## src/rtl/srag_pkg.sv

```systemverilog
// ----------------------------------------------------------------------------
// srag_pkg
// Shared constants and types for the strided resample address generator.
// ----------------------------------------------------------------------------
package srag_pkg;

    localparam int EPI        = 4;     // elements per work item
    localparam int AW         = 32;    // address width
    localparam int POS_W      = 24;
    localparam int BATCH_W    = 16;
    localparam int STRIDE_W   = 24;
    localparam int STEP_W     = 8;
    localparam int DW         = 24;    // divider operand width
    localparam int DIV_BPS    = 2;     // quotient bits per divider stage
    localparam int DIV_STAGES = DW / DIV_BPS;
    localparam int EPI_SH     = $clog2(EPI);
    localparam int CNT_W      = (EPI > 1) ? $clog2(EPI) : 1;
    localparam int PADDR_W    = 5;

    typedef enum logic [2:0] {
        REG_DCS  = 3'd0,
        REG_DRS  = 3'd1,
        REG_DBS  = 3'd2,
        REG_SCS  = 3'd3,
        REG_SRS  = 3'd4,
        REG_SBS  = 3'd5,
        REG_STPX = 3'd6,
        REG_STPY = 3'd7
    } t_reg_idx;

    // sideband that travels next to the dividers
    typedef struct packed {
        logic             valid;
        logic [POS_W-1:0] pos;
        logic [AW-1:0]    pb_d;
        logic [AW-1:0]    pb_s;
        logic [DW-1:0]    chan;
    } t_side;

endpackage

```

## src/rtl/srag_div.sv

```systemverilog
// ----------------------------------------------------------------------------
// srag_div
// Pipelined restoring divider, DIV_BPS quotient bits per stage.
// A zero divisor gives quotient 0 and remainder equal to the dividend.
// ----------------------------------------------------------------------------
module srag_div (
    input  logic                    i_clk,
    input  logic                    i_en,
    input  logic [srag_pkg::DW-1:0] i_num,
    input  logic [srag_pkg::DW-1:0] i_den,
    output logic [srag_pkg::DW-1:0] o_quot,
    output logic [srag_pkg::DW-1:0] o_rem
);

    logic [srag_pkg::DW:0]   r_rem [srag_pkg::DIV_STAGES];
    logic [srag_pkg::DW-1:0] r_nq  [srag_pkg::DIV_STAGES];
    logic [srag_pkg::DW:0]   n_rem [srag_pkg::DIV_STAGES];
    logic [srag_pkg::DW-1:0] n_nq  [srag_pkg::DIV_STAGES];

    always_comb begin
        logic [srag_pkg::DW:0]   rem;
        logic [srag_pkg::DW-1:0] nq;
        for (int s = 0; s < srag_pkg::DIV_STAGES; s++) begin
            if (s == 0) begin
                rem = '0;
                nq  = i_num;
            end else begin
                rem = r_rem[s-1];
                nq  = r_nq[s-1];
            end
            for (int b = 0; b < srag_pkg::DIV_BPS; b++) begin
                rem = {rem[srag_pkg::DW-1:0], nq[srag_pkg::DW-1]};
                nq  = {nq[srag_pkg::DW-2:0], 1'b0};
                if (rem >= {1'b0, i_den}) begin
                    rem   = rem - {1'b0, i_den};
                    nq[0] = 1'b1;
                end
            end
            n_rem[s] = rem;
            n_nq[s]  = nq;
        end
    end

    always_ff @(posedge i_clk) begin
        if (i_en) begin
            for (int s = 0; s < srag_pkg::DIV_STAGES; s++) begin
                r_rem[s] <= n_rem[s];
                r_nq[s]  <= n_nq[s];
            end
        end
    end

    // divisor is static config, so the zero case is fixed up at the output;
    // with a zero divisor the remainder chain simply collects the dividend
    always_comb begin
        if (i_den == '0) begin
            o_quot = '0;
            o_rem  = r_rem[srag_pkg::DIV_STAGES-1][srag_pkg::DW-1:0];
        end else begin
            o_quot = r_nq[srag_pkg::DIV_STAGES-1];
            o_rem  = r_rem[srag_pkg::DIV_STAGES-1][srag_pkg::DW-1:0];
        end
    end

endmodule

```

## config.mk

```make
export PLATFORM = sky130hd
export DESIGN_NAME = srag_div
export DESIGN_NICKNAME = d
export VERILOG_FILES = /design/src/rtl/srag_pkg.sv /design/src/rtl/srag_div.sv
export SDC_FILE = /design/constraint.sdc
export NUM_CORES = 2
export LEC_CHECK = 0
export ABC_AREA = 1
export BUFFER_PORTS_ARGS = -buffer_cell sky130_fd_sc_hd__buf_2
export CAP_MARGIN = 10
export CORE_UTILIZATION = 42
export DETAILED_ROUTE_END_ITERATION = 12
export SYNTH_ARGS = -nofsm -noshare
export SYNTH_HDL_FRONTEND = slang
export SYNTH_SLANG_ARGS = --single-unit
```

## constraint.sdc

```tcl
create_clock -name i_clk -period 14.1 [get_ports i_clk]
set_input_delay 2.82 -clock i_clk [delete_from_list [all_inputs] [get_ports i_clk]]
set_output_delay 2.82 -clock i_clk [all_outputs]
set_load 0.01 [all_outputs]
```

==> reports/metrics.cfg <==
[timing]
fin_setup_tns_ns = 0
fin_crit_ns = 9.173
fin_skew_ns = 0.02700
setup_slack_ns = 4.927
period_share = 0.6505
worstMarginPinSlew_ns = 1.047
fmax_mhz = 109.0
rsz0062_at_grt = no
final_max_slew_viol_count = 0
setup_viol = 0
slew-limit-headroom = 0.3001
timing.hold.ws_ns = 0.3954
hold_viol = 0

[cells_and_area]
nFillCells = 15325
regArea_um2 = 17300
drive_gt1_frac = 0.05716
final_common_cell = nand2_1
multi_input_area_um2 = 38430
final_nets = 10019
mostFrequentLayoutCells = nand2_1 (3459), inv_1 (1240), nand3_1 (768)
syn_to_final_growth_pct = 7.499

[routing]
num_vias = 61808
dr.pass1.iters = 6
postRouteAntennaNets = 0
drc = 0
drt_wl_total_mm = 223.5
via_per_inst = 5.438
drt_iter0_drc = 5980
routedWlPerCell_um = 19.67

[setup_path]
rrSetupSlack_ns = 7.64
arrival_ns = 9.57
worstPathRequired_ns = 14.50
r2r_cells = 21
crit_type = in -> reg
crit-reg2reg-launch = r_rem[2][18]
crit_fanout = 27
cp-start-kind = primary input
worst_setup_path_startpoint = i_den[20]
crit_path_end_kind = flop
r2r-end = r_rem[2][33]

[global_route]
grt_pass1_vias = 58246
grt_pass1_wl_mm = 337.9
antenna_found_initial = 3
grt_max_degree = 138
grt_usage = 0.2962
grt-ovfl-total = 0

[floorplan]
die-area_um2 = 147900
die_h_um = 384.6
die_width_um = 384.6
io_pins = 98
core_um2 = 145400
num_rows = 140
start_util = 0.4228

[placement]
dp_hpwl_mm = 168.6
gp_congestion = 1.014
dp_slack_ns = 4.402
port_buffers = 97

[logic_synthesis]
synth.avg_cell_area_um2 = 6.586
ys_warn_count = 0
synth_edf_count = 576
synth_cell_type_count = 56
synth_ff_type = edfxtp_1
async_flop_share = 0
synth_fp_nets = 9959
synth_area_um2 = 61470
synth-seq-cells = 576
syn_inst = 9332
seq_area_frac_synth = 0.2814

[clock_network]
clk_pin_slew_worst_paths_ns = 0.06
cts_buffers = 72
h-tree-depth = 3
cts_tree = yes
cts_setup_buffers = 0
cts_root_buffer = clkbuf_16
cts_sinks = 576
insertion_delay_ns = 0.67
hold_buffers = 0
clock_path_buffers = 3
cts_resized = 0

[min_path]
holdCritPathClass = reg -> reg
holdPathStages = 0
hold_end = r_nq[2][63]
min-delay-start = r_nq[2][37]

[flow_run]
drv_cap = 0

[run_status]
status = complete, no violations

## flip-flops by register name (all words and copies together), names as in the netlist
register and count:
r_rem 288, r_nq 288
## synth_stat cells (53+ instances only)
cell,instances,share of area
edfxtp_1,576,0.28
nor2_1,666,0.041
nand4_1,244,0.025
buf_4,53,0.0065
or2_2,120,0.012
xor2_1,169,0.024
nand3_1,768,0.063
ha_1,554,0.11
nor3_1,99,0.0081
a21oi_1,495,0.040
xnor2_1,94,0.013
inv_1,1263,0.077
o21ai_0,265,0.022
nand2_1,3460,0.21
## cell type report
cell class,instances,area share
repair buffers,131,0.01155
diodes,1,0.00003787
flip-flops and latches,576,0.2618
clock inverters,41,0.006381
well taps,1917,0.03630
multi-input cells,7330,0.5817
clock buffers,88,0.02946
inverters,1281,0.07283
## worst max path at each step
stage,end,slack (ns),cells past startpoint
after detailed placement,r_rem[0][40],4.40,25
after CTS,r_rem[2][33],5.12,26
final,r_rem[2][33],4.93,24
after global placement,r_rem[0][37],4.39,25
after global routing,r_rem[2][29],4.62,26
after floorplan,r_rem[2][6],6.73,25
## kinds of logic after synthesis
family                     after synthesis  synth area share
and+or+nand+nor                       5573            0.3870
buffers and inverters                 1426           0.09335
xor gates and xnor gates               263           0.03748
DFF                                    576            0.2814
adders and majority gates              577            0.1203
AOI/OAI and AO/OA                      917           0.08049
## stage by stage
stage / instance area [um2] / cells / util
after CTS: 66070 / 11364 / 0.4544
final: 66070 / 11365 / 0.4545
after global placement: 63700 / 11235 / 0.4382
after floorplan: 61470 / 9332 / -
after detailed placement: 63700 / 11235 / 0.4382
after global routing: 66070 / 11364 / 0.4544
## metal layers
layer  part of all wire  global-route usage  up-vias  wire [um]
li1                   -                   -    30624          -
met1               0.44              0.3889    28593      97570
met2               0.46              0.4934     2147     102300
met3              0.061             0.03343      444      13530
met4              0.045              0.1199        0      10140
met5                  0                   0        -          0
## worst max-delay path, stage by stage
cell and delay [ns]:
buf_2 0.10, inv_2 0.16, buf_4 0.74, ha_1 0.44, nand2_1 0.17, inv_1 0.05
nand2_1 0.06, nand2_1 0.11, nand2_1 0.08, nand2_1 0.10, a21oi_2 0.18, nand3_2 0.58
inv_2 0.66, nand2_1 0.21, nand2_1 0.26, ha_1 0.32, a21oi_1 0.23, o21ai_0 0.17
a21oi_1 0.17, nand3_1 0.11, nand2_1 0.70, nand3_2 0.70, nand2_1 0.22, nand2_1 0.13
Power is left out: the tool's default activity adds up to more than one toggle a clock period on the data nets, which glitch-free logic cannot reach.
